**config.mk**
```make
export PLATFORM = sky130hd
export DESIGN_NAME = flowc_sqrt_cell
export DESIGN_NICKNAME = d
export VERILOG_FILES = /design/src/rtl/flowc_pkg.sv /design/src/rtl/flowc_sqrt_cell.sv
export SDC_FILE = /design/constraint.sdc
export NUM_CORES = 1
export LEC_CHECK = 0
export ABC_AREA = 1
export BUFFER_PORTS_ARGS = -buffer_cell sky130_fd_sc_hd__buf_2
export CORE_MARGIN = 10
export CORE_UTILIZATION = 55
export DETAILED_ROUTE_END_ITERATION = 12
export HOLD_SLACK_MARGIN = 0.1
export PLACE_DENSITY_LB_ADDON = 0.25
export SLEW_MARGIN = 0
export SYNTH_ARGS = -nofsm -noshare
export SYNTH_HDL_FRONTEND = slang
export SYNTH_SLANG_ARGS = --single-unit
```
**constraint.sdc**
```tcl
create_clock -name clk_i -period 5.27 [get_ports clk_i]
set_input_delay 1.581 -clock clk_i [delete_from_list [all_inputs] [get_ports clk_i]]
set_output_delay 1.581 -clock clk_i [all_outputs]
set_load 0.03 [all_outputs]
```
**src/rtl/flowc_pkg.sv**
```systemverilog
package flowc_pkg;

  // Field widths
  localparam int FLOW_BITS  = 16;
  localparam int RADIUS_W   = 15;
  localparam int WHEEL_SIZE = 55;
  localparam logic [RADIUS_W-1:0] RADIUS_RST = 15'd2560;

  // First-octant arctangent polynomial
  localparam int ATAN_C0 = 2552;
  localparam int ATAN_C1 = 692;

  // Chain lengths and stage positions
  localparam int SQ_STEPS  = 32;
  localparam int DIV_STEPS = 17;
  localparam int PH_LAT    = 4;
  localparam int ST_SQ_IN  = 2;
  localparam int ST_T      = ST_SQ_IN + DIV_STEPS;
  localparam int ST_PH     = ST_T + PH_LAT;
  localparam int ST_ROOT   = ST_SQ_IN + SQ_STEPS;
  localparam int ST_R      = ST_ROOT + DIV_STEPS;

  // Per-pixel control carried beside the arithmetic
  typedef struct packed {
    logic vld;
    logic fv;
    logic nx;
    logic ny;
    logic swap;
    logic zero;
    logic in_rng;
  } ctl_t;

  // Square-root cell state
  typedef struct packed {
    logic [33:0] rem;
    logic [31:0] root;
    logic [31:0] x;
  } sq_t;

  // Divider cell state
  typedef struct packed {
    logic [15:0] rem;
    logic [16:0] num;
    logic [15:0] d;
    logic [16:0] q;
  } dv_t;

  // Color wheel entry as {red, green, blue}
  function automatic logic [23:0] wheel_rgb(input logic [5:0] k);
    logic [23:0] c;
    unique case (k)
      6'd0:  c = {8'd255, 8'd0,   8'd0};
      6'd1:  c = {8'd255, 8'd17,  8'd0};
      6'd2:  c = {8'd255, 8'd34,  8'd0};
      6'd3:  c = {8'd255, 8'd51,  8'd0};
      6'd4:  c = {8'd255, 8'd68,  8'd0};
      6'd5:  c = {8'd255, 8'd85,  8'd0};
      6'd6:  c = {8'd255, 8'd102, 8'd0};
      6'd7:  c = {8'd255, 8'd119, 8'd0};
      6'd8:  c = {8'd255, 8'd136, 8'd0};
      6'd9:  c = {8'd255, 8'd153, 8'd0};
      6'd10: c = {8'd255, 8'd170, 8'd0};
      6'd11: c = {8'd255, 8'd187, 8'd0};
      6'd12: c = {8'd255, 8'd204, 8'd0};
      6'd13: c = {8'd255, 8'd221, 8'd0};
      6'd14: c = {8'd255, 8'd238, 8'd0};
      6'd15: c = {8'd255, 8'd255, 8'd0};
      6'd16: c = {8'd213, 8'd255, 8'd0};
      6'd17: c = {8'd170, 8'd255, 8'd0};
      6'd18: c = {8'd128, 8'd255, 8'd0};
      6'd19: c = {8'd85,  8'd255, 8'd0};
      6'd20: c = {8'd43,  8'd255, 8'd0};
      6'd21: c = {8'd0,   8'd255, 8'd0};
      6'd22: c = {8'd0,   8'd255, 8'd63};
      6'd23: c = {8'd0,   8'd255, 8'd127};
      6'd24: c = {8'd0,   8'd255, 8'd191};
      6'd25: c = {8'd0,   8'd255, 8'd255};
      6'd26: c = {8'd0,   8'd232, 8'd255};
      6'd27: c = {8'd0,   8'd209, 8'd255};
      6'd28: c = {8'd0,   8'd186, 8'd255};
      6'd29: c = {8'd0,   8'd163, 8'd255};
      6'd30: c = {8'd0,   8'd140, 8'd255};
      6'd31: c = {8'd0,   8'd116, 8'd255};
      6'd32: c = {8'd0,   8'd93,  8'd255};
      6'd33: c = {8'd0,   8'd70,  8'd255};
      6'd34: c = {8'd0,   8'd47,  8'd255};
      6'd35: c = {8'd0,   8'd24,  8'd255};
      6'd36: c = {8'd0,   8'd0,   8'd255};
      6'd37: c = {8'd19,  8'd0,   8'd255};
      6'd38: c = {8'd39,  8'd0,   8'd255};
      6'd39: c = {8'd58,  8'd0,   8'd255};
      6'd40: c = {8'd78,  8'd0,   8'd255};
      6'd41: c = {8'd98,  8'd0,   8'd255};
      6'd42: c = {8'd117, 8'd0,   8'd255};
      6'd43: c = {8'd137, 8'd0,   8'd255};
      6'd44: c = {8'd156, 8'd0,   8'd255};
      6'd45: c = {8'd176, 8'd0,   8'd255};
      6'd46: c = {8'd196, 8'd0,   8'd255};
      6'd47: c = {8'd215, 8'd0,   8'd255};
      6'd48: c = {8'd235, 8'd0,   8'd255};
      6'd49: c = {8'd255, 8'd0,   8'd255};
      6'd50: c = {8'd255, 8'd0,   8'd213};
      6'd51: c = {8'd255, 8'd0,   8'd170};
      6'd52: c = {8'd255, 8'd0,   8'd128};
      6'd53: c = {8'd255, 8'd0,   8'd85};
      6'd54: c = {8'd255, 8'd0,   8'd43};
      default: c = '0;
    endcase
    return c;
  endfunction

endpackage

```
**src/rtl/flowc_sqrt_cell.sv**
```systemverilog
module flowc_sqrt_cell import flowc_pkg::*; (
  input  logic clk_i,
  input  logic en_i,
  input  sq_t  sq_i,
  output sq_t  sq_o
);

  logic [35:0] rs;
  logic [35:0] trial;
  sq_t         sq_d;
  sq_t         sq_q;

  // Bring down two radicand bits and try the next root bit
  always_comb begin
    rs    = {sq_i.rem, sq_i.x[31:30]};
    trial = {2'b00, sq_i.root, 2'b01};
    sq_d.x = {sq_i.x[29:0], 2'b00};
    if (rs >= trial) begin
      sq_d.rem  = 34'(rs - trial);
      sq_d.root = {sq_i.root[30:0], 1'b1};
    end else begin
      sq_d.rem  = rs[33:0];
      sq_d.root = {sq_i.root[30:0], 1'b0};
    end
  end

  // Hand the partial root to the next cell
  always_ff @(posedge clk_i) begin
    if (en_i) begin
      sq_q <= sq_d;
    end
  end

  assign sq_o = sq_q;

endmodule

```
After elaboration in Yosys (flattened, before gate mapping)
Index checks and enable logic that the tools add are counted.
{ "op_classes": {"add_sub_neg": 1, "n_mul": 0, "div": 0, "n_lt_le_gt_ge": 1, "eq_ne": 0, "shift": 0, "muxes": 1, "bitwise": 0, "n_reduce_logical": 0} }
{ "op_table": {"columns": ["op", "n"], "rows": [
  ["66-bit two-way mux", 1],
  ["36-bit by 34-bit greater-or-equal comparator with 1-bit output", 1],
  ["34-bit subtractor", 1]
]} }
{ "word_totals": {"ff_bits": 96, "latch_bits": 0, "ramBits": 0, "romBits": 0, "in_bits": 100, "word_cells": 6, "mem_count": 0} }

Logic depth before layout (Yosys ltp)
{ "logic_depth": {"word_depth": 2, "mapped_depth": 16, "depth_no_buf": 15} }

Least setup slack after synthesis
Ideal clock, no wire load.
{ "synth_timing": {"path_type": "input -> register", "start": "input port sq_i[45] (netlist bit)", "end": "register sq_q, in the netlist sq_o[89] (data pin)", "arrival_ns": 2.980, "t_required_ns": 5.017, "setup_slack_ns": 2.037, "cell_stages": 15, "path_buffers": 1, "path_cell_list": "inv_1 -> ha_1 -> nand2_1 -> inv_1 -> nand2_1 -> nand2_1 -> nand2_1 -> nand2_1 -> a21oi_1 -> nand2_1 -> nand2_1 -> nand2_4 -> buf_4 -> nand3_1 -> nand2_1"} }
{ "synth_lines": {"columns": ["item", "line_no", "text"], "rows": [
  ["start: declaration", "flowc_sqrt_cell.sv:4", "input sq_t sq_i,"],
  ["end signal: assignment", "flowc_sqrt_cell.sv:30", "sq_q <= sq_d;"],
  ["end: declaration", "flowc_sqrt_cell.sv:11", "sq_t sq_q;"]
]} }

==> results.ini <==
[sta]
rsz0062_at_grt=no
setup_tns_ns=0
fmax_mhz=275
finalCritPeriodShare_pct=69.1
worst_pin_slew_ns=0.982
max_slew_margin_pct=34.5
slew_violations=0
setup_viol=0
hold_viol=0
min_period_ns=3.64

[clock_tree]
clock_tree.root_cell=clkbuf_8
cts_num_sinks=96
cts.path.max_buffers=2
cts_setup_buffers=0
h-tree-depth=3
clk_pin_slew_worst_paths_ns=0.09
cts_tree=done
numCtsBuffers=9
hold_buffers=0
cts-resized-gates=0

[hold_path]
whs_endpoint=sq_o[22]
hold_start=sq_i[20]
min_path_cells=1
min_path_type=primary input to flip-flop

[placed_design]
portBuffers=195
place_inst=1068
place_area_um2=7030
routabilityCongestion=0.908
dp_hpwl_mm=14.3

[floorplanning]
die-area_um2=15400
die_x_um=124
start_util_pct=57.0
dieHeight_um=124
rows=37
core_um2=10400
ioPinCount=198

[global_route]
grt_max_degree=80
grt_pass1_wl_mm=27.1
first_global_vias=5396
gr-total-overflow=0
antenna_found_initial=2
grt.total_usage_pct=22.5

[routing]
ant_nets=0
drt_first_pass_iters=5
num_vias=5413
drt_iter0_drc=432
avgRoutedWirePerCell_um=16.3
routed_wl_mm=17.7
drcViolationCount=0
viasPerCell=4.98

[power_and_ir_drop]
pwr-share-clk_pct=26.8
vdd_ir_drop_max_v=0.000205
p_sw_share_pct=34.0
power_leakage_uw=0.00389
p_switching_uw=749
comb_power_share_pct=29.6
powerDensity_nw_per_um2=303
p_int_uw=1450
pwr-share-seq_pct=43.6

[logic_synthesis]
yosysUniqueCellTypes=25
syn_inst=743
yosysWarnings=0
syn_avg_cell_area_um2=7.99
synth_seq_cells=96
synth_area_um2=5940
synth_seq_area_share_pct=48.6

[setup_path]
crit_chain=buf_2, inv_1, ha_1, nand2_1, nor2_2, nand2_1, nor2_1, nand2_1, a21oi_2, nor2_1, nand2_4, inv_4, nand2_1, nand2_1
worstPathRequired_ns=5.40
setup.worst_path.start=sq_i[45]
cp_max_fo=37
crit_family=simple AND/OR/NAND/NOR gates
end_kind=flip-flop
arrival_ns=3.77
worstSetupPathType=primary input to flip-flop
worstSetupStartpointType=primary input
critPathMaxStageDelay_ns=0.35
slowest_stage=nand2_4
path_buf_inv=3
worst_path_most_repeated_cell=nand2_1

[final_layout]
layout.nets=1077
final_cell_count_no_fill=1086
mostFrequentLayoutCells=nand2_1, buf_2, inv_1
layout_commonest_cell=nand2_1
area_delta_synth_final_pct=22.5
drive_above_1_share_pct=23.8
nFillCells=881
largest_reg_flops=96
stdcell_area_um2=7270

[run_status]
status=completed

[flow_run]
cap_violations=0

## power groups by stage
stage | logic, uW | registers, uW | clock network, uW
after floorplan | 270 | 1140 | 0
after global placement | 641 | 971 | 0
after detailed placement | 649 | 978 | 0
after CTS | 653 | 961 | 591
after global routing | 718 | 968 | 623
final | 652 | 960 | 589
## worst max path at each step
stage                     endpoint  slack, ns  cells past startpoint
after floorplan           sq_o[89]       2.04                     15
after global placement    sq_o[71]       1.27                     15
after detailed placement  sq_o[89]       1.26                     14
after CTS                 sq_o[85]       1.63                     14
after global routing      sq_o[67]       1.38                     14
final                     sq_o[85]       1.63                     14
## cell type report
cell class,count,area [um^2],share of cell area [%]
multi-input combinational,500,2460,33.8
timing repair buffer,196,986,13.6
sequential,96,2880,39.6
clock buffer,10,128,1.76
clock inverter,6,113,1.55
tap,136,170,2.34
inverter,140,528,7.26
antenna,2,5.00,0.0688
## synth_stat cells
library cell	number	area share, %
nor2_2	8	0.84
inv_1	139	8.8
nor2_1	49	3.1
edfxtp_1	96	49
buf_6	3	0.57
ha_1	34	7.2
xor2_1	15	2.2
or2_2	1	0.11
nand2_4	1	0.19
conb_1	1	0.063
xnor2_1	3	0.44
o21ai_0	13	1.1
o21bai_1	3	0.38
nand3_2	1	0.17
buf_4	5	0.63
nand2_2	2	0.21
inv_4	1	0.11
nand3_1	38	3.2
nand4_1	6	0.63
and2_1	3	0.32
a21oi_2	1	0.15
a21oi_1	25	2.1
nand2_1	288	18
nor3_1	3	0.25
nand3b_1	4	0.51
## cells by family (layout without fill, tap and decap cells)
| group | after synthesis | count (layout) | share of synthesized area, % |
|---|---|---|---|
| adders and majority gates | 34 | 34 | 7.17 |
| other | 1 | 4 | 0.0632 |
| AOI/OAI and AO/OA | 42 | 42 | 3.73 |
| buffers and inverters | 148 | 352 | 10.1 |
| xor gates and xnor gates | 18 | 18 | 2.66 |
| DFF | 96 | 96 | 48.6 |
| and+or+nand+nor | 404 | 404 | 27.7 |
## through the flow
| stage | worst slack [ns] | utilization [%] | power, uW | hold slack (ns) |
|---|---|---|---|---|
| after global routing | 1.38 | 69.8 | 2310 | 1.35 |
| final | 1.63 | 69.8 | 2200 | 1.38 |
| after detailed placement | 1.26 | 67.4 | 1630 | 1.76 |
| after CTS | 1.63 | 69.8 | 2200 | 1.37 |
| after floorplan | 2.04 | - | 1410 | 1.68 |
| after global placement | 1.27 | 67.4 | 1610 | 1.76 |
## per-layer routing
layer  up-vias  global-route usage [%]  part of all wire (%)
met3        14                    6.65                    11
met2       221                    37.5                    46
met4         0                    6.55                   1.1
met1      2445                    27.8                    41
met5         -                       0                     0
li1       2733                       -                     -
Power figures use the tool's default switching activity.
