**src/rtl/flowc_pkg.sv**
```systemverilog
package flowc_pkg;

  // Field widths
  localparam int FLOW_BITS  = 16;
  localparam int RADIUS_W   = 15;
  localparam int WHEEL_SIZE = 55;
  localparam logic [RADIUS_W-1:0] RADIUS_RST = 15'd2560;

  // First-octant arctangent polynomial
  localparam int ATAN_C0 = 2552;
  localparam int ATAN_C1 = 692;

  // Chain lengths and stage positions
  localparam int SQ_STEPS  = 32;
  localparam int DIV_STEPS = 17;
  localparam int PH_LAT    = 4;
  localparam int ST_SQ_IN  = 2;
  localparam int ST_T      = ST_SQ_IN + DIV_STEPS;
  localparam int ST_PH     = ST_T + PH_LAT;
  localparam int ST_ROOT   = ST_SQ_IN + SQ_STEPS;
  localparam int ST_R      = ST_ROOT + DIV_STEPS;

  // Per-pixel control carried beside the arithmetic
  typedef struct packed {
    logic vld;
    logic fv;
    logic nx;
    logic ny;
    logic swap;
    logic zero;
    logic in_rng;
  } ctl_t;

  // Square-root cell state
  typedef struct packed {
    logic [33:0] rem;
    logic [31:0] root;
    logic [31:0] x;
  } sq_t;

  // Divider cell state
  typedef struct packed {
    logic [15:0] rem;
    logic [16:0] num;
    logic [15:0] d;
    logic [16:0] q;
  } dv_t;

  // Color wheel entry as {red, green, blue}
  function automatic logic [23:0] wheel_rgb(input logic [5:0] k);
    logic [23:0] c;
    unique case (k)
      6'd0:  c = {8'd255, 8'd0,   8'd0};
      6'd1:  c = {8'd255, 8'd17,  8'd0};
      6'd2:  c = {8'd255, 8'd34,  8'd0};
      6'd3:  c = {8'd255, 8'd51,  8'd0};
      6'd4:  c = {8'd255, 8'd68,  8'd0};
      6'd5:  c = {8'd255, 8'd85,  8'd0};
      6'd6:  c = {8'd255, 8'd102, 8'd0};
      6'd7:  c = {8'd255, 8'd119, 8'd0};
      6'd8:  c = {8'd255, 8'd136, 8'd0};
      6'd9:  c = {8'd255, 8'd153, 8'd0};
      6'd10: c = {8'd255, 8'd170, 8'd0};
      6'd11: c = {8'd255, 8'd187, 8'd0};
      6'd12: c = {8'd255, 8'd204, 8'd0};
      6'd13: c = {8'd255, 8'd221, 8'd0};
      6'd14: c = {8'd255, 8'd238, 8'd0};
      6'd15: c = {8'd255, 8'd255, 8'd0};
      6'd16: c = {8'd213, 8'd255, 8'd0};
      6'd17: c = {8'd170, 8'd255, 8'd0};
      6'd18: c = {8'd128, 8'd255, 8'd0};
      6'd19: c = {8'd85,  8'd255, 8'd0};
      6'd20: c = {8'd43,  8'd255, 8'd0};
      6'd21: c = {8'd0,   8'd255, 8'd0};
      6'd22: c = {8'd0,   8'd255, 8'd63};
      6'd23: c = {8'd0,   8'd255, 8'd127};
      6'd24: c = {8'd0,   8'd255, 8'd191};
      6'd25: c = {8'd0,   8'd255, 8'd255};
      6'd26: c = {8'd0,   8'd232, 8'd255};
      6'd27: c = {8'd0,   8'd209, 8'd255};
      6'd28: c = {8'd0,   8'd186, 8'd255};
      6'd29: c = {8'd0,   8'd163, 8'd255};
      6'd30: c = {8'd0,   8'd140, 8'd255};
      6'd31: c = {8'd0,   8'd116, 8'd255};
      6'd32: c = {8'd0,   8'd93,  8'd255};
      6'd33: c = {8'd0,   8'd70,  8'd255};
      6'd34: c = {8'd0,   8'd47,  8'd255};
      6'd35: c = {8'd0,   8'd24,  8'd255};
      6'd36: c = {8'd0,   8'd0,   8'd255};
      6'd37: c = {8'd19,  8'd0,   8'd255};
      6'd38: c = {8'd39,  8'd0,   8'd255};
      6'd39: c = {8'd58,  8'd0,   8'd255};
      6'd40: c = {8'd78,  8'd0,   8'd255};
      6'd41: c = {8'd98,  8'd0,   8'd255};
      6'd42: c = {8'd117, 8'd0,   8'd255};
      6'd43: c = {8'd137, 8'd0,   8'd255};
      6'd44: c = {8'd156, 8'd0,   8'd255};
      6'd45: c = {8'd176, 8'd0,   8'd255};
      6'd46: c = {8'd196, 8'd0,   8'd255};
      6'd47: c = {8'd215, 8'd0,   8'd255};
      6'd48: c = {8'd235, 8'd0,   8'd255};
      6'd49: c = {8'd255, 8'd0,   8'd255};
      6'd50: c = {8'd255, 8'd0,   8'd213};
      6'd51: c = {8'd255, 8'd0,   8'd170};
      6'd52: c = {8'd255, 8'd0,   8'd128};
      6'd53: c = {8'd255, 8'd0,   8'd85};
      6'd54: c = {8'd255, 8'd0,   8'd43};
      default: c = '0;
    endcase
    return c;
  endfunction

endpackage

```
**src/rtl/flowc_div_cell.sv**
```systemverilog
module flowc_div_cell import flowc_pkg::*; (
  input  logic clk_i,
  input  logic en_i,
  input  dv_t  dv_i,
  output dv_t  dv_o
);

  logic [16:0] rs;
  dv_t         dv_d;
  dv_t         dv_q;

  // Shift in one numerator bit and resolve one quotient bit
  always_comb begin
    rs     = {dv_i.rem, dv_i.num[16]};
    dv_d.d = dv_i.d;
    dv_d.num = {dv_i.num[15:0], 1'b0};
    if (rs >= {1'b0, dv_i.d}) begin
      dv_d.rem = 16'(rs - {1'b0, dv_i.d});
      dv_d.q   = {dv_i.q[15:0], 1'b1};
    end else begin
      dv_d.rem = rs[15:0];
      dv_d.q   = {dv_i.q[15:0], 1'b0};
    end
  end

  // Hand the partial quotient to the next cell
  always_ff @(posedge clk_i) begin
    if (en_i) begin
      dv_q <= dv_d;
    end
  end

  assign dv_o = dv_q;

endmodule

```
**config.mk**
```make
export PLATFORM = sky130hd
export DESIGN_NAME = flowc_div_cell
export DESIGN_NICKNAME = d
export VERILOG_FILES = /design/src/rtl/flowc_pkg.sv /design/src/rtl/flowc_div_cell.sv
export SDC_FILE = /design/constraint.sdc
export NUM_CORES = 1
export LEC_CHECK = 0
export BUFFER_PORTS_ARGS = -buffer_cell sky130_fd_sc_hd__buf_2
export CAP_MARGIN = 20
export CORE_MARGIN = 1
export CORE_UTILIZATION = 35
export CTS_CLUSTER_DIAMETER = 60
export DETAILED_ROUTE_END_ITERATION = 12
export SETUP_SLACK_MARGIN = 0.4
export SYNTH_ARGS = -nofsm -noshare
export SYNTH_HDL_FRONTEND = slang
export SYNTH_SLANG_ARGS = --single-unit
```
**constraint.sdc**
```tcl
create_clock -name clk_i -period 7.07 [get_ports clk_i]
set_clock_uncertainty 0.1 [all_clocks]
set_input_delay 1.414 -clock clk_i [delete_from_list [all_inputs] [get_ports clk_i]]
set_output_delay 1.414 -clock clk_i [all_outputs]
set_load 0.02 [all_outputs]
```
Word level (Yosys, flattened, before mapping)
Cells that the tools add are included. Widths: inputs -> output; s select.

Flip-flop bits (word level): 65. Input port bits: 68. Logic and storage cells: 8.

$add $sub $neg: 1. Multiplexer cells: 2. Magnitude comparators: 1.

Operator list (number): $ge 17x16->1 (1); $mux 16 (1); $sub 16x16->16 (1); $mux 1 (1).

Depth between registers and ports, before layout
Gate-level depths: netlist of run 1.

Depth in word-level cells: 2. Depth in mapped cells: 10. Depth with buffers taken out: 9.

Least setup slack after synthesis of run 1
No wires, ideal clock.

Kind: in2reg. Start point: input dv_i[21] (netlist bit). End point: register dv_q (netlist bit dv_o[58]), data pin. Library setup time: 0.260 ns. Arrival: 3.318 ns. Slack: 3.391 ns. Buffers on the path: 1. Stages: 9. Cell sequence: inv_1 > ha_1 > a211oi_1 > o211ai_1 > o21ai_2 > o211ai_2 > a31oi_4 > buf_6 > mux2_4.

RTL lines: start, declared (line flowc_div_cell.sv:4) `input dv_t dv_i,`; end signal, assigned (line flowc_div_cell.sv:29) `dv_q <= dv_d;`; end, declared (line flowc_div_cell.sv:10) `dv_t dv_q;`.

==> metrics.cfg, run 1 <==
[status]
status=completed

[power]
total_power_uw=982
p_per_area_mw_per_mm2=243
power_frac_seq=0.487
intPower_uw=689
netSwitchingFraction=0.299
p_leak_nw=1.81
pwr-share-clk=0.288
p_sw_uw=293
power_frac_comb=0.225
ir_worst_vdd_uv=76.6

[place]
gp_congestion=0.869
dp.cells=457
placed_area_mm2=0.00387
dp_slack_ns=2.85
port_buffers=131
dp_hpwl_um=5010

[critical_path]
path_max_fanout=17
cp_top_family=compound AO/OA/AOI/OAI gates
start_kind=primary input
worst-setup-path-type=primary input to register
crit_required_ns=7.07
crit_buf_inv=2
cpPeakStageDelay_ns=0.65
arrival_ns=3.81
slowest_stage=a31oi_4
path_cells=buf_2 -> inv_1 -> ha_1 -> a21oi_1 -> o211ai_1 -> o21ai_2 -> o211ai_2 -> a31oi_4 -> mux2_2
crit_path_end_kind=register

[grt]
grt_max_degree=66
grt_pass1_wl_um=9910
track_usage=0.147
grt.overflow.total=0
antenna_found_initial=0
grt_pass1_vias=2092

[timing]
finalCritPeriodShare=0.539
max_freq_ghz=0.262
min_period_ns=3.81
rsz0062_at_grt=false
setup_viol=0
setup_tns_ns=0
max_slew.worst_pin.slew_ns=0.834
slew_viol_final=0
hold_viol=0
fin_ws_ns=3.26
slew_headroom=0.444

[synthesis]
synthesis.nets=307
yosysSeqAreaShare=0.628
avgSynthCellArea_um2=14.0
ys.flop_type=edfxtp_1
ys_types=40
syn_area_mm2=0.00311
yosysWarnings=0
ys_seq_elements=65
synth_cells=222
synth-edff-count=65
async_flop_share=0

[route]
drtIter0Drc=90
wl_per_cell_um=14.4
ant_nets=0
drt_pass1_iterations=4
vias=2272
wl_um=6790
drc=0
viasPerCell=4.80

[clock_network]
htree_num_levels=3
cts_hold_buf=0
post_cts_buffers=0
cts_tree=yes
postCtsResizedCells=0
cts.path.max_buffers=2
numCtsBuffers=9
cts.sinks=65
path_clk_slew_ns=0.08
root_buffer=clkbuf_8

[layout]
final_layout_size_suffix_gt1_frac=0.455
largest_reg_flops=65
num-fill-cells=830
final_area_mm2=0.00405
area_growth_pct=30.2
nets=445
final_cells=473
antennaDiodeCount=0

[die]
core_area_mm2=0.00868
dieArea_mm2=0.00926
die_h_um=96.2
design.portCount=134
num_rows=34
die_x_um=96.2
start_util=0.358

[hold_path]
hold_class=primary input to register

[run]
maxCapViolCount=0

power by group through the flow:
stage,combinational (mW),sequential [mW],clock (mW)
4_1_cts,0.223,0.479,0.295
2_1_floorplan,0.0953,0.538,0
6_report,0.221,0.478,0.283
3_3_place_gp,0.220,0.486,0
5_1_grt,0.244,0.483,0.312
3_5_place_dp,0.222,0.487,0
Yosys cell counts (2+ instances only):
cell / count / area share
mux2_2: 7 / 0.025
buf_4: 3 / 0.0072
o21ai_0: 12 / 0.019
o31a_1: 2 / 0.0056
mux2i_1: 2 / 0.0064
xor2_1: 3 / 0.0085
nand2_1: 8 / 0.0097
edfxtp_1: 65 / 0.63
a21oi_1: 14 / 0.023
mux2_4: 6 / 0.029
nand3_1: 3 / 0.0048
ha_1: 16 / 0.064
a211oi_1: 5 / 0.012
nor2_1: 12 / 0.014
a21o_1: 7 / 0.017
nor2b_1: 3 / 0.0060
o21a_1: 3 / 0.0072
xnor2_1: 6 / 0.017
a21boi_0: 2 / 0.0048
inv_1: 22 / 0.027
nand4_1: 2 / 0.0040
through the flow:
stage / util / hold slack, ns
finish: 0.466 / 1.14
global route: 0.466 / 1.11
CTS: 0.466 / 1.12
detailed placement: 0.446 / 1.49
global placement: 0.446 / 1.49
floorplan: - / 1.41
layout by cell type, fill, tap and decap left out, types with 2 or more instances in the layout:
cell type,n
edfxtp_1,65
o31a_1,2
clkinv_4,3
inv_1,22
ha_1,16
xor2_1,3
clkinvlp_4,2
nand2_1,8
a21o_1,7
a211oi_1,5
a21oi_1,14
mux2i_1,2
xnor2_1,6
nand4_1,2
nor2_1,12
o21a_1,3
nand3_1,3
mux2_2,7
buf_2,131
clkbuf_8,9
a21boi_0,2
mux2_4,6
o21ai_0,12
nor2b_1,3
logic make-up after synthesis:
group | Yosys count | share of synthesized area
buffers and inverters | 27 | 0.0390
AOI/OAI and AO/OA | 55 | 0.122
muxes | 15 | 0.0608
DFF | 65 | 0.628
and+or+nand+nor | 33 | 0.0531
adders and majority gates | 17 | 0.0709
xor gates and xnor gates | 9 | 0.0254
other | 1 | 0.00121
cell type report:
type | count | area, um^2 | area share
timing repair buffer | 132 | 663 | 0.164
clock inverter | 7 | 55.1 | 0.0136
sequential | 65 | 1950 | 0.482
clock buffer | 9 | 124 | 0.0306
multi-input combinational | 130 | 1030 | 0.256
inverter | 22 | 82.6 | 0.0204
tap | 108 | 135 | 0.0334
metal layers:
layer,GRT usage,share of wire,vias up
met5,0,0,-
met4,0.0734,0.028,0
met1,0.182,0.43,1039
met2,0.220,0.43,111
li1,-,-,1108
met3,0.0616,0.11,14
final timing paths:
check | startpoint | endpoint | slack (ns) | cells past startpoint
max | dv_i[25] | dv_o[57] | 3.26 | 9
min | dv_i[0] | dv_o[1] | 1.14 | 1
(Power assumes the default switching activity.)
==> run 2, diff against run 1 <==
clock period = 3.4 ns   (was 7.07 ns; I/O delays follow)
==> metrics.cfg, run 2 (synthesis results as in run 1) <==
[timing]
rsz0062_at_grt=false
max_freq_ghz=0.354
slew_headroom=0.607  ; +0.163
max_slew.worst_pin.slew_ns=0.584  ; -0.250 ns
slew_viol_final=0  ; unchanged
hold_viol=0  ; unchanged
finalCritPeriodShare=0.832
setup_viol=0  ; unchanged
setup_tns_ns=0  ; unchanged
min_period_ns=2.83

[hold_path]
hold_class=primary input to register

[die]
die_x_um=96.2  ; unchanged
design.portCount=134  ; unchanged
core_area_mm2=0.00868  ; unchanged
start_util=0.358  ; unchanged
num_rows=34  ; unchanged
die_h_um=96.2  ; unchanged
dieArea_mm2=0.00926  ; unchanged

[clock_network]
path_clk_slew_ns=0.07  ; about the same
numCtsBuffers=9  ; unchanged
cts_tree=yes
cts_hold_buf=0  ; unchanged
htree_num_levels=3  ; unchanged
root_buffer=clkbuf_8
postCtsResizedCells=0  ; unchanged
cts.sinks=65  ; unchanged
post_cts_buffers=0  ; unchanged
cts.path.max_buffers=2  ; unchanged

[critical_path]
crit_path_end_kind=register
slowest_stage=ha_1
path_cells=buf_2 -> inv_1 -> ha_1 -> a21oi_1 -> o211ai_1 -> o21ai_2 -> o211ai_2 -> a31oi_4 -> buf_4 -> mux2_2
start_kind=primary input
arrival_ns=2.82  ; -0.99 ns
cpPeakStageDelay_ns=0.36  ; -0.29 ns
worst-setup-path-type=primary input to register
crit_required_ns=3.39  ; -3.68 ns
path_max_fanout=9  ; -8

[place]
dp_hpwl_um=5270  ; +5.3%
port_buffers=131  ; unchanged
gp_congestion=0.831  ; -4.4%
placed_area_mm2=0.00391  ; +0.97%

[route]
drtIter0Drc=105  ; +17%
wl_um=7010  ; +3.2%
viasPerCell=4.76  ; -0.87%
drt_pass1_iterations=4  ; unchanged
wl_per_cell_um=14.7  ; +2.2%
vias=2276  ; +0.18%
ant_nets=0  ; unchanged
drc=0  ; unchanged

[status]
status=completed

[layout]
antennaDiodeCount=0  ; unchanged
largest_reg_flops=65  ; unchanged
area_growth_pct=32.8
layout_common_cells=131 x buf_2, 65 x edfxtp_1, 22 x inv_1, 16 x ha_1, 14 x a21oi_1
nets=450  ; +1.1%
final_layout_size_suffix_gt1_frac=0.462  ; +0.00737
final_area_mm2=0.00413  ; +2.0%
final_common_cell=buf_2

[grt]
grt_max_degree=38  ; -42%
grt_pass1_vias=2109  ; +0.81%
grt.overflow.total=0  ; unchanged
antenna_found_initial=0  ; unchanged
grt_pass1_wl_um=10200  ; +2.6%
track_usage=0.152  ; +0.00476

[power]
p_per_area_mw_per_mm2=530  ; +120%
p_leak_nw=1.85  ; +2.7%
ir_worst_vdd_uv=228  ; +200%

[run]
maxCapViolCount=0  ; unchanged

run 2: worst paths after layout:
check             depth (start not counted)  slack (ns)       end     start
setup / recovery                         10        0.57  dv_o[54]  dv_i[25]
hold / removal                            1        0.41  dv_o[36]  dv_i[35]
run 2: worst max-delay path: cells and delay by family:
family	cells	cell delay, ns
adder cells (fa/ha/maj)	1	0.36
multiplexers	1	0.35
AO/OA/AOI/OAI	5	1.07
buffers and inverters	3	0.36
run 2: cell type report:
| class | instances | area [um^2] |
|---|---|---|
| Clock buffer | 9 | 124 |
| Inverter | 22 | 82.6 |
| Fill cell | 808 | 4550 |
| Multi-Input combinational cell | 130 | 1040 |
| Timing Repair Buffer | 137 | 701 |
| Tap cell | 108 | 135 |
| Sequential cell | 65 | 1950 |
| Clock inverter | 7 | 93.8 |
run 2: report_power, final:
part           leakage, nW  internal (mW)  switching (mW)  total (mW)
sequential           0.636          0.976          0.0184       0.994
combinational         1.11          0.194           0.276       0.469
clock                0.107          0.413           0.312       0.725
run 2: metrics by stage:
stage	instances	hold slack, ns	power, mW	utilization	setup WS (ns)
after floorplan	222	0.679	1.32	-	0.455
after global placement	462	0.757	1.47	0.450	0.253
after detailed placement	462	0.759	1.48	0.450	0.206
after CTS	478	0.394	2.21	0.475	0.563
after global routing	478	0.392	2.29	0.476	0.411
final	478	0.413	2.19	0.476	0.572
run 2: metal layers:
| layer | routed length, um | vias up | GRT usage |
|---|---|---|---|
| met4 | 92 | 0 | 0.0697 |
| met3 | 693 | 7 | 0.0506 |
| li1 | - | 1116 | - |
| met1 | 3080 | 1051 | 0.195 |
| met2 | 3140 | 102 | 0.232 |
| met5 | 0 | - | 0 |
