--- config.mk ---
export PLATFORM = sky130hd
export DESIGN_NAME = flowc_phase
export DESIGN_NICKNAME = d
export VERILOG_FILES = /design/src/rtl/flowc_pkg.sv /design/src/rtl/flowc_phase.sv
export SDC_FILE = /design/constraint.sdc
export NUM_CORES = 1
export LEC_CHECK = 0
export BUFFER_PORTS_ARGS = -buffer_cell sky130_fd_sc_hd__buf_2
export CELL_PAD_IN_SITES_DETAIL_PLACEMENT = 2
export CELL_PAD_IN_SITES_GLOBAL_PLACEMENT = 2
export CORE_UTILIZATION = 47
export DETAILED_ROUTE_END_ITERATION = 7
export PLACE_DENSITY_LB_ADDON = 0.05
export SKIP_CTS_REPAIR_TIMING = 1
export SKIP_LAST_GASP = 1
export SYNTH_ARGS = -nofsm -noshare
export SYNTH_HDL_FRONTEND = slang
export SYNTH_SLANG_ARGS = --single-unit
--- constraint.sdc ---
create_clock -name clk_i -period 13.29 [get_ports clk_i]
set_clock_uncertainty 0.1 [all_clocks]
set_input_delay 0.6645 -clock clk_i [delete_from_list [all_inputs] [get_ports clk_i]]
set_output_delay 0.6645 -clock clk_i [all_outputs]
set_load 0.02 [all_outputs]
--- src/rtl/flowc_pkg.sv ---
package flowc_pkg;

  // Field widths
  localparam int FLOW_BITS  = 16;
  localparam int RADIUS_W   = 15;
  localparam int WHEEL_SIZE = 55;
  localparam logic [RADIUS_W-1:0] RADIUS_RST = 15'd2560;

  // First-octant arctangent polynomial
  localparam int ATAN_C0 = 2552;
  localparam int ATAN_C1 = 692;

  // Chain lengths and stage positions
  localparam int SQ_STEPS  = 32;
  localparam int DIV_STEPS = 17;
  localparam int PH_LAT    = 4;
  localparam int ST_SQ_IN  = 2;
  localparam int ST_T      = ST_SQ_IN + DIV_STEPS;
  localparam int ST_PH     = ST_T + PH_LAT;
  localparam int ST_ROOT   = ST_SQ_IN + SQ_STEPS;
  localparam int ST_R      = ST_ROOT + DIV_STEPS;

  // Per-pixel control carried beside the arithmetic
  typedef struct packed {
    logic vld;
    logic fv;
    logic nx;
    logic ny;
    logic swap;
    logic zero;
    logic in_rng;
  } ctl_t;

  // Square-root cell state
  typedef struct packed {
    logic [33:0] rem;
    logic [31:0] root;
    logic [31:0] x;
  } sq_t;

  // Divider cell state
  typedef struct packed {
    logic [15:0] rem;
    logic [16:0] num;
    logic [15:0] d;
    logic [16:0] q;
  } dv_t;

  // Color wheel entry as {red, green, blue}
  function automatic logic [23:0] wheel_rgb(input logic [5:0] k);
    logic [23:0] c;
    unique case (k)
      6'd0:  c = {8'd255, 8'd0,   8'd0};
      6'd1:  c = {8'd255, 8'd17,  8'd0};
      6'd2:  c = {8'd255, 8'd34,  8'd0};
      6'd3:  c = {8'd255, 8'd51,  8'd0};
      6'd4:  c = {8'd255, 8'd68,  8'd0};
      6'd5:  c = {8'd255, 8'd85,  8'd0};
      6'd6:  c = {8'd255, 8'd102, 8'd0};
      6'd7:  c = {8'd255, 8'd119, 8'd0};
      6'd8:  c = {8'd255, 8'd136, 8'd0};
      6'd9:  c = {8'd255, 8'd153, 8'd0};
      6'd10: c = {8'd255, 8'd170, 8'd0};
      6'd11: c = {8'd255, 8'd187, 8'd0};
      6'd12: c = {8'd255, 8'd204, 8'd0};
      6'd13: c = {8'd255, 8'd221, 8'd0};
      6'd14: c = {8'd255, 8'd238, 8'd0};
      6'd15: c = {8'd255, 8'd255, 8'd0};
      6'd16: c = {8'd213, 8'd255, 8'd0};
      6'd17: c = {8'd170, 8'd255, 8'd0};
      6'd18: c = {8'd128, 8'd255, 8'd0};
      6'd19: c = {8'd85,  8'd255, 8'd0};
      6'd20: c = {8'd43,  8'd255, 8'd0};
      6'd21: c = {8'd0,   8'd255, 8'd0};
      6'd22: c = {8'd0,   8'd255, 8'd63};
      6'd23: c = {8'd0,   8'd255, 8'd127};
      6'd24: c = {8'd0,   8'd255, 8'd191};
      6'd25: c = {8'd0,   8'd255, 8'd255};
      6'd26: c = {8'd0,   8'd232, 8'd255};
      6'd27: c = {8'd0,   8'd209, 8'd255};
      6'd28: c = {8'd0,   8'd186, 8'd255};
      6'd29: c = {8'd0,   8'd163, 8'd255};
      6'd30: c = {8'd0,   8'd140, 8'd255};
      6'd31: c = {8'd0,   8'd116, 8'd255};
      6'd32: c = {8'd0,   8'd93,  8'd255};
      6'd33: c = {8'd0,   8'd70,  8'd255};
      6'd34: c = {8'd0,   8'd47,  8'd255};
      6'd35: c = {8'd0,   8'd24,  8'd255};
      6'd36: c = {8'd0,   8'd0,   8'd255};
      6'd37: c = {8'd19,  8'd0,   8'd255};
      6'd38: c = {8'd39,  8'd0,   8'd255};
      6'd39: c = {8'd58,  8'd0,   8'd255};
      6'd40: c = {8'd78,  8'd0,   8'd255};
      6'd41: c = {8'd98,  8'd0,   8'd255};
      6'd42: c = {8'd117, 8'd0,   8'd255};
      6'd43: c = {8'd137, 8'd0,   8'd255};
      6'd44: c = {8'd156, 8'd0,   8'd255};
      6'd45: c = {8'd176, 8'd0,   8'd255};
      6'd46: c = {8'd196, 8'd0,   8'd255};
      6'd47: c = {8'd215, 8'd0,   8'd255};
      6'd48: c = {8'd235, 8'd0,   8'd255};
      6'd49: c = {8'd255, 8'd0,   8'd255};
      6'd50: c = {8'd255, 8'd0,   8'd213};
      6'd51: c = {8'd255, 8'd0,   8'd170};
      6'd52: c = {8'd255, 8'd0,   8'd128};
      6'd53: c = {8'd255, 8'd0,   8'd85};
      6'd54: c = {8'd255, 8'd0,   8'd43};
      default: c = '0;
    endcase
    return c;
  endfunction

endpackage

--- src/rtl/flowc_phase.sv ---
module flowc_phase import flowc_pkg::*; (
  input  logic        clk_i,
  input  logic        en_i,
  input  logic [16:0] t_i,
  input  ctl_t        ctl_i,
  output logic [15:0] phase_o
);

  logic [16:0] omt;
  logic [33:0] tt_prod;
  logic [26:0] tc_prod;
  logic [16:0] t_a_q;
  logic [14:0] u_a_q;
  logic [11:0] v_a_q;
  ctl_t        ctl_a_q;
  logic [16:0] t_b_q;
  logic [26:0] uv_b_q;
  ctl_t        ctl_b_q;
  logic [30:0] oct_sum;
  logic [13:0] oct_c_q;
  ctl_t        ctl_c_q;
  logic [14:0] phi;
  logic [16:0] phase_full;
  logic [15:0] phase_q;

  // Products for the quadratic correction term
  assign omt     = 17'h10000 - t_i;
  assign tt_prod = 34'(t_i) * 34'(omt);
  assign tc_prod = 27'(t_i) * 27'(ATAN_C1);

  // Stage a: u and v
  always_ff @(posedge clk_i) begin
    if (en_i) begin
      t_a_q   <= t_i;
      u_a_q   <= tt_prod[30:16];
      v_a_q   <= 12'(ATAN_C0) + 12'(tc_prod[26:16]);
      ctl_a_q <= ctl_i;
    end
  end

  // Stage b: u times v
  always_ff @(posedge clk_i) begin
    if (en_i) begin
      t_b_q   <= t_a_q;
      uv_b_q  <= 27'(u_a_q) * 27'(v_a_q);
      ctl_b_q <= ctl_a_q;
    end
  end

  // Stage c: first-octant angle
  assign oct_sum = {1'b0, t_b_q, 13'b0} + 31'(uv_b_q) + 31'd32768;

  always_ff @(posedge clk_i) begin
    if (en_i) begin
      oct_c_q <= oct_sum[29:16];
      ctl_c_q <= ctl_b_q;
    end
  end

  // Stage d: mirror into octant and quadrant
  always_comb begin
    if (ctl_c_q.zero) begin
      phi = '0;
    end else if (ctl_c_q.swap) begin
      phi = 15'd16384 - 15'(oct_c_q);
    end else begin
      phi = 15'(oct_c_q);
    end
    if (!ctl_c_q.nx && !ctl_c_q.ny) begin
      phase_full = 17'(phi);
    end else if (ctl_c_q.nx && !ctl_c_q.ny) begin
      phase_full = 17'd32768 - 17'(phi);
    end else if (ctl_c_q.nx && ctl_c_q.ny) begin
      phase_full = 17'd32768 + 17'(phi);
    end else begin
      phase_full = 17'h10000 - 17'(phi);
    end
  end

  always_ff @(posedge clk_i) begin
    if (en_i) begin
      phase_q <= phase_full[15:0];
    end
  end

  assign phase_o = phase_q;

endmodule

* Word level (Yosys, flattened, before mapping) *
Index checks and enable logic that the tools add are counted.

cells by class
  $add $sub $neg = 8
  multiply operators = 3
  mux-type cells = 5
  reduce and logical (&&, ||, !) cells = 5

operators by type and width
  kind                                                number
  two-way mux 15 bit                                  3
  two-way mux 16 bit                                  2
  multiplier 17 x 17 -> 31 bit                        1
  adder 30 x 16 -> 30 bit, second input constant      1
  adder 30 x 27 -> 30 bit                             1
  multiplier 15 x 12 -> 27 bit                        1
  multiplier 17 x 8 -> 25 bit, second input constant  1
  subtractor 17 bit, first input constant             1
  adder 16 x 15 -> 16 bit, first input constant       1
  subtractor 1 x 15 -> 16 bit, first input constant   1
  subtractor 16 x 15 -> 16 bit, first input constant  1
  subtractor 15 x 14 -> 15 bit, first input constant  1
  adder 12 x 11 -> 12 bit, first input constant       1
  logical AND 1 bit                                   3
  zero test 1 bit                                     2

storage, ports and cells
  flip-flop bits (word level) = 130
  bits of input ports = 26
  output and inout bits = 16
  logic and storage cells = 41

* Depth between registers and ports, before layout *
Gate-level depths: netlist (run 1).

  depth after elaboration = 7
  mapped depth = 32
  mapped depth without buffers = 29

* Worst setup path before layout (run 1) *
No wires, ideal clock.

  kind = input -> register
  from = input t_i[0]
  to = register u_a_q[14], data pin
  library setup time = 0.260 ns
  data arrival time = 7.686 ns
  required time = 12.930 ns
  path slack = 5.244 ns
  stages on the path = 29
  path buffers = 3
  path through = clkbuf_1 > inv_1 > clkbuf_1 > ha_1 > and3_1 > and2_1 > and3_1 > and2_1 > nand2_1 > xnor2_1 > clkbuf_1 > nand2_1 > fa_1 > fa_1 > inv_1 > fa_1 > fa_1 > fa_1 > fa_1 > ha_1 > a21o_1 > a21o_1 > a21o_1 > a21oi_1 > o211ai_1 > and2_1 > a211o_1 > a21oi_1 > xnor2_1

between the ends
  cells in the longest elaborated chain, start to end = 2

RTL lines
  what                            RTL line           text
  start: declaration              flowc_phase.sv:4   input logic [16:0] t_i,
  subtractor 17 bit               flowc_phase.sv:27  assign omt = 17'h10000 - t_i;
  multiplier 17 x 17 -> 31 bit *  flowc_phase.sv:28  assign tt_prod = 34'(t_i) * 34'(omt);
  via tt_prod[30]                 flowc_phase.sv:10  logic [33:0] tt_prod;
  end signal: assignment          flowc_phase.sv:35  u_a_q <= tt_prod[30:16];
  end: declaration                flowc_phase.sv:13  logic [14:0] u_a_q;

Mark *: on every way through the listed nets, which the timed path passes. The rest lies on a longest branch.
A chain may end at the register's enable or synchronous reset.

* Worst setup path after layout (run 1) *
  from = input t_i[1]
  to = register u_a_q[14], data pin

The elaborated chain is that of the path after synthesis.

==> Implementation_results.wiki, run 1 <==
{| class="wikitable"
! Metric !! Value
|-
| CTS tree || built
|-
| Net count reported at finish || 2971
|-
| Most common cell after layout, fill and taps aside || sky130_fd_sc_hd__inv_1
|-
| Root buffer cell || sky130_fd_sc_hd__clkbuf_16
|-
| Slew at the pin closest to its max-slew limit || 0.958 ns
|-
| Number of synthesized flops with an enable pin || 117
|-
| Number of placement rows || 79
|-
| Classification of the worst-slack hold path || in2reg
|-
| Worst Setup End Kind || flip-flop
|-
| Vert. Die Dim || 219 µm
|-
| Number of cells on the worst reg-to-reg path || 20
|-
| Crit-path slowest cell || sky130_fd_sc_hd__ha_1
|-
| Category of the worst setup path launch point || input port
|-
| Final weighted congestion in routability-driven placement || 0.799
|-
| Initial antenna violation count || 1
|-
| Nets in the synthesized netlist || 2971
|-
| Area share of the leading cell type in the synthesized netlist || 35.2%
|-
| Detail-routed net length per standard cell || 23.4 µm
|-
| Worst skew pair latency || 0.45 ns
|-
| Sum of negative setup slack || 0 ns
|-
| Critical hold path startpoint || ctl_i[1]
|-
| Final Hold Vio Count || 0
|-
| Top achievable clock speed || 0.109 GHz
|-
| Ports || 42
|-
| Number of buffers on the longest clock path || 2
|-
| Overall global routing resource usage || 30.1%
|-
| Via density per instance || 5.40
|-
| Wire length of the first global-routing pass || 108000 µm
|-
| Filler cell count in the final layout || 4865
|-
| Max-cap violations || 0
|-
| Final number of max-transition violations || 0
|-
| Count of TritonRoute iterations in the first routing pass || 4
|-
| Req. time, crit path || 13.37 ns
|-
| Layout area overhead || 6.23%
|-
| Worst-path fanout max || 15
|-
| Dpl hpwl || 52900 µm
|-
| Largest net degree at the start of global routing || 68
|-
| Number of H-tree levels || 4
|-
| Data arrival time of the critical path || 9.26 ns
|-
| Routed WL || 67400 µm
|-
| CTS clk-pin slew, worst paths || 0.06 ns
|-
| Detailed Route Iter0 Violations || 618
|-
| Most frequent cells in the layout || sky130_fd_sc_hd__inv_1 (536), sky130_fd_sc_hd__fa_1 (389), sky130_fd_sc_hd__ha_1 (292), sky130_fd_sc_hd__nand2_1 (189), sky130_fd_sc_hd__nor2_1 (142)
|-
| Shortest period the worst path allows || 9.17 ns
|-
| Final worst-path cycle share || 69.0%
|-
| Flip-flop cell with the highest count after synthesis || sky130_fd_sc_hd__edfxtp_1
|-
| Critical path origin || t_i[1]
|-
| DRC violation count after routing || 0
|-
| Top cell by count, worst path || sky130_fd_sc_hd__fa_1
|-
| Worst R2R Setup Slack || 6.60 ns
|-
| Endpoint of the worst-slack reg-to-reg timing path || uv_b_q[26]
|-
| Fraction of registers with async set/reset || 0%
|-
| Core Footprint || 46500 µm²
|-
| Via count of the first global-routing pass || 19.2k
|-
| End point of the critical path || u_a_q[14]
|-
| Unrepaired setup endpoints after global routing || no
|-
| Count of mapped cells out of synthesis || 2264
|-
| Reg-to-reg critical path startpoint || v_a_q[3]
|-
| Relative slew margins || 35.3%
|-
| Total CTS buffers || 17
|-
| Horiz. Die Dim || 219 µm
|-
| Proportion of layout cells with a drive suffix above 1 || 4.17%
|-
| Post-synthesis sequential area ratio || 15.9%
|-
| Remaining Overflow, GRT || 0
|-
| Num Clock Sinks || 117
|-
| Distinct cell type count of the synthesized netlist || 66
|-
| Port Buf Inserts || 38
|-
| Average cell area after synthesis || 9.77 µm²
|-
| Antenna Cells || 0
|-
| Largest cells by area after synthesis || sky130_fd_sc_hd__fa_1 (35%), sky130_fd_sc_hd__ha_1 (17%), sky130_fd_sc_hd__edfxtp_1 (16%)
|-
| Via count of the routed design || 15.6k
|-
| Count of yosys warnings during synthesis || 0
|-
| Worst Path Class, Setup || in2reg
|-
| Synthesis-stage register bit count || 117
|-
| Summed instance area of the synthesized netlist || 22100 µm²
|-
| Area enclosed by the die boundary || 47900 µm²
|-
| Crit-path max cell delay || 0.66 ns
|-
| Cell taking the most area after synthesis || sky130_fd_sc_hd__fa_1
|-
| ANT nets after route || 0
|-
| Initial Utilization || 47.6%
|-
| Result of the run || complete, no violations
|-
| Setup violation total in the final timing report || 0
|}
[worst min-delay path by stage]
stage | to | depth (start not counted) | slack (ns)
after floorplan | ctl_b_q[1] | 0 | 0.30
after global placement | ctl_c_q[3] | 0 | 0.30
after detailed placement | t_b_q[12] | 0 | 0.31
after CTS | ctl_a_q[1] | 1 | 0.28
after global routing | ctl_a_q[1] | 1 | 0.28
final | ctl_a_q[1] | 1 | 0.29
[state kept, by name, summed over array words and instances, names as in the netlist]
register and cells:
v_a_q 12, t_b_q 17, ctl_b_q 4, uv_b_q 14, ctl_c_q 4, phase_o 16, oct_c_q 14, u_a_q 15
ctl_a_q 4, t_a_q 17
[routing by layer]
metal	GRT usage, %	part of all wire (%)
met1	34.0	39
met3	2.36	2.0
met5	0	0
met2	57.9	55
met4	12.3	3.8
[worst max-delay path: cells and delay by family]
family / cells / cell delay (ns)
buf+inv: 3 / 0.95
fa+ha+maj: 9 / 4.57
xor+xnor: 1 / 0.11
compound gates: 7 / 1.53
simple gates: 7 / 1.40
[metrics by stage]
stage	setup slack, ns	instance area, µm²	utilization [%]	cells	hold slack [ns]
after global routing	3.76	23500	50.6	2884	0.280
after CTS	4.10	23500	50.6	2884	0.276
after global placement	3.92	22900	49.3	2852	0.301
after floorplan	5.24	22100	-	2264	0.300
final	4.12	23500	50.6	2884	0.293
after detailed placement	3.71	22900	49.3	2852	0.306
[logic make-up (layout without fill, tap and decap cells)]
family                   after synthesis  after routing  synth area share (%)
buffers and inverters                609            622                  10.4
flip-flops                           117            117                  15.9
XOR/XNOR                              89             89                  3.56
multiplexers                           5              5                 0.238
AND/OR/NAND/NOR                      597            597                  13.1
AO/OA/AOI/OAI                        166            166                  5.11
adder cells (fa/ha/maj)              681            681                  51.7
[area by class of cell]
| class | count | area [µm²] | area share, % |
|---|---|---|---|
| multi-input combinational | 1538 | 16300 | 69.4 |
| sequential | 117 | 3510 | 15.0 |
| inverter | 541 | 2030 | 8.64 |
| tap | 607 | 759 | 3.23 |
| clock buffer | 18 | 429 | 1.83 |
| timing repair buffer | 49 | 275 | 1.17 |
| clock inverter | 14 | 175 | 0.746 |
[Yosys cell counts, types with 2 or more instances]
cell type and n:
sky130_fd_sc_hd__o21bai_1 10, sky130_fd_sc_hd__o31a_1 3, sky130_fd_sc_hd__xnor2_1 59, sky130_fd_sc_hd__a21oi_2 2, sky130_fd_sc_hd__nand4_1 5, sky130_fd_sc_hd__a211o_1 2, sky130_fd_sc_hd__a31oi_1 5, sky130_fd_sc_hd__o31ai_1 4
sky130_fd_sc_hd__o211ai_1 2, sky130_fd_sc_hd__buf_1 4, sky130_fd_sc_hd__a21oi_1 44, sky130_fd_sc_hd__inv_1 536, sky130_fd_sc_hd__or2_2 2, sky130_fd_sc_hd__o21a_1 10, sky130_fd_sc_hd__a211oi_1 3, sky130_fd_sc_hd__or3_1 6
sky130_fd_sc_hd__xor2_1 29, sky130_fd_sc_hd__clkinv_1 4, sky130_fd_sc_hd__mux2i_1 3, sky130_fd_sc_hd__nor2_1 142, sky130_fd_sc_hd__a41oi_1 2, sky130_fd_sc_hd__a41o_1 2, sky130_fd_sc_hd__fa_1 389, sky130_fd_sc_hd__nand2_1 189
sky130_fd_sc_hd__o21ai_0 20, sky130_fd_sc_hd__o41ai_1 4, sky130_fd_sc_hd__nand2b_1 133, sky130_fd_sc_hd__mux2_1 2, sky130_fd_sc_hd__nor3_1 14, sky130_fd_sc_hd__a21o_1 23, sky130_fd_sc_hd__nor2b_1 6, sky130_fd_sc_hd__clkbuf_1 62
sky130_fd_sc_hd__o21ai_1 11, sky130_fd_sc_hd__ha_1 292, sky130_fd_sc_hd__o221ai_1 3, sky130_fd_sc_hd__a21boi_1 2, sky130_fd_sc_hd__and3_1 13, sky130_fd_sc_hd__and2_1 67, sky130_fd_sc_hd__nand3_1 12, sky130_fd_sc_hd__edfxtp_1 117
Power of run 1 is left out: the tool's default activity adds up to more than one toggle a clock period on the data nets, which glitch-free logic cannot reach.
==> run 2: changes to the inputs <==
- CORE_UTILIZATION: 47 -> 39
- clock period: 13.29 -> 7.9 ns (I/O delays scaled with it)
==> Implementation_results.wiki, run 2 (synthesis gave the netlist of run 1 again) <==
{| class="wikitable"
! Metric !! Value
|-
| Result of the run || complete, no violations
|-
| Crit path buffers/inverters || 4 (+1)
|-
| Crit-path slowest cell || sky130_fd_sc_hd__fa_1
|-
| Unrepaired setup endpoints after global routing || no
|-
| Layout area overhead || 8.94%
|-
| Sum of negative setup slack || 0 ns (unchanged)
|-
| Worst Setup End Kind || flip-flop
|-
| Max-cap violations || 0 (unchanged)
|-
| Wire length of the first global-routing pass || 105000 µm (-2.5%)
|-
| Number of placement rows || 86 (+8.9%)
|-
| Root buffer cell || sky130_fd_sc_hd__clkbuf_16
|-
| Final worst-path cycle share || 94.1%
|-
| Req. time, crit path || 7.99 ns (-5.38 ns)
|-
| Final instance count without filler cells || 3079 (+6.8%)
|-
| Net count reported at finish || 3025 (+1.8%)
|-
| Horiz. Die Dim || 240 µm (+9.7%)
|-
| Worst skew pair latency || 0.45 ns (about the same)
|-
| CTS clk-pin slew, worst paths || 0.06 ns (about the same)
|-
| Most common cell after layout, fill and taps aside || sky130_fd_sc_hd__inv_1
|-
| Overall global routing resource usage || 24.3% (-5.8 points)
|-
| ANT nets after route || 0 (unchanged)
|-
| Slew at the pin closest to its max-slew limit || 0.827 ns (-0.132 ns)
|-
| Number of H-tree levels || 4 (unchanged)
|-
| Top achievable clock speed || 0.135 GHz
|-
| Via count of the routed design || 15.3k (-1.9%)
|-
| Remaining Overflow, GRT || 0 (unchanged)
|-
| Initial antenna violation count || 3 (+2)
|-
| Worst-path fanout max || 4 (-11)
|-
| Proportion of layout cells with a drive suffix above 1 || 6.44% (+2.3 points)
|-
| Shortest period the worst path allows || 7.43 ns
|-
| Largest net degree at the start of global routing || 61 (-10%)
|-
| Count of TritonRoute iterations in the first routing pass || 4 (unchanged)
|-
| Port Buf Inserts || 38 (unchanged)
|-
| Cell count after placement || 3046 (+6.8%)
|-
| Ports || 42 (unchanged)
|-
| Final Hold Vio Count || 0 (unchanged)
|-
| Vert. Die Dim || 240 µm (+9.7%)
|-
| Routed WL || 64500 µm (-4.2%)
|-
| Classification of the worst-slack hold path || in2reg
|-
| Initial Utilization || 39.8% (-7.8 points)
|-
| Data arrival time of the critical path || 7.52 ns (-1.74 ns)
|-
| Largest delay share family, worst path || adder cells
|-
| Final weighted congestion in routability-driven placement || 0.807 (+0.96%)
|-
| Post-layout utilization of the core || 43.4% (-7.2 points)
|-
| Number of buffers on the longest clock path || 2 (unchanged)
|-
| Most frequent cells in the layout || sky130_fd_sc_hd__inv_1 (536), sky130_fd_sc_hd__fa_1 (389), sky130_fd_sc_hd__ha_1 (292), sky130_fd_sc_hd__nand2_1 (189), sky130_fd_sc_hd__nor2_1 (142)
|-
| Via density per instance || 4.96 (-8.1%)
|-
| Final number of max-transition violations || 0 (unchanged)
|-
| Antenna Cells || 0 (unchanged)
|-
| Via count of the first global-routing pass || 18.5k (-3.7%)
|-
| Area enclosed by the die boundary || 57700 µm² (+20%)
|-
| Detailed Route Iter0 Violations || 458 (-26%)
|-
| Placement Cell Area || 23500 µm² (+2.6%)
|-
| Core Footprint || 55500 µm² (+20%)
|-
| Crit-path max cell delay || 0.56 ns (-0.10 ns)
|-
| Total CTS buffers || 17 (unchanged)
|-
| Num Clock Sinks || 117 (unchanged)
|-
| Dpl hpwl || 52900 µm (about the same)
|-
| CTS tree || built
|-
| Category of the worst setup path launch point || input port
|-
| Top cell by count, worst path || sky130_fd_sc_hd__fa_1
|-
| DRC violation count after routing || 0 (unchanged)
|-
| Worst Path Class, Setup || in2reg
|-
| Relative slew margins || 44.9% (+9.6 points)
|-
| Post-route cell area || 24100 µm² (+2.5%)
|-
| Setup violation total in the final timing report || 0 (unchanged)
|-
| Detail-routed net length per standard cell || 21.0 µm (-10%)
|}
-- run 2: cell count changes in the layout (fill, tap and decap cells not counted) --
cell	before	now
sky130_fd_sc_hd__inv_6	3	6
sky130_fd_sc_hd__clkinv_1	5	4
sky130_fd_sc_hd__bufinv_16	3	2
sky130_fd_sc_hd__clkinv_4	4	0
sky130_fd_sc_hd__inv_8	0	4
sky130_fd_sc_hd__clkinv_2	1	0
sky130_fd_sc_hd__buf_12	0	1
sky130_fd_sc_hd__clkbuf_1	1	0
sky130_fd_sc_hd__dlygate4sd3_1	0	1
sky130_fd_sc_hd__buf_4	12	64
sky130_fd_sc_hd__clkinvlp_4	2	3
-- run 2: metrics by stage --
| stage | setup WS (ns) | hold slack, ns |
|---|---|---|
| 5_1_grt | 0.183 | 0.000412 |
| 4_1_cts | 0.419 | -0.0194 |
| 3_3_place_gp | 0.0743 | 0.300 |
| 2_1_floorplan | 0.124 | 0.300 |
| 3_5_place_dp | -0.0425 | 0.306 |
| 6_report | 0.470 | 0.0230 |
-- run 2: cell type report --
class / count / area, µm²
Fill cell: 6028 / 31400
Multi-Input combinational cell: 1538 / 16300
Sequential cell: 117 / 3510
Inverter: 541 / 2030
Tap cell: 748 / 936
Timing Repair Buffer: 103 / 696
Clock buffer: 17 / 425
Clock inverter: 15 / 180
-- run 2: worst paths after layout --
kind,startpoint,end,slack [ns],depth (start not counted)
setup / recovery,t_i[1],u_a_q[14],0.47,28
hold reg to reg,ctl_a_q[1],ctl_b_q[1],0.32,0
hold / removal,ctl_i[3],ctl_a_q[3],0.02,1
setup reg to reg,v_a_q[6],uv_b_q[26],1.53,20
-- run 2: metal layers --
metal / global-route usage, % / part of all wire, % / up-vias
met3: 2.08 / 1.5 / 49
met5: 0 / 0 / -
met2: 45.2 / 53 / 119
li1: - / - / 7013
met1: 30.5 / 44 / 8086
met4: 5.15 / 1.7 / 0
Power of run 2 is left out for the same reason.
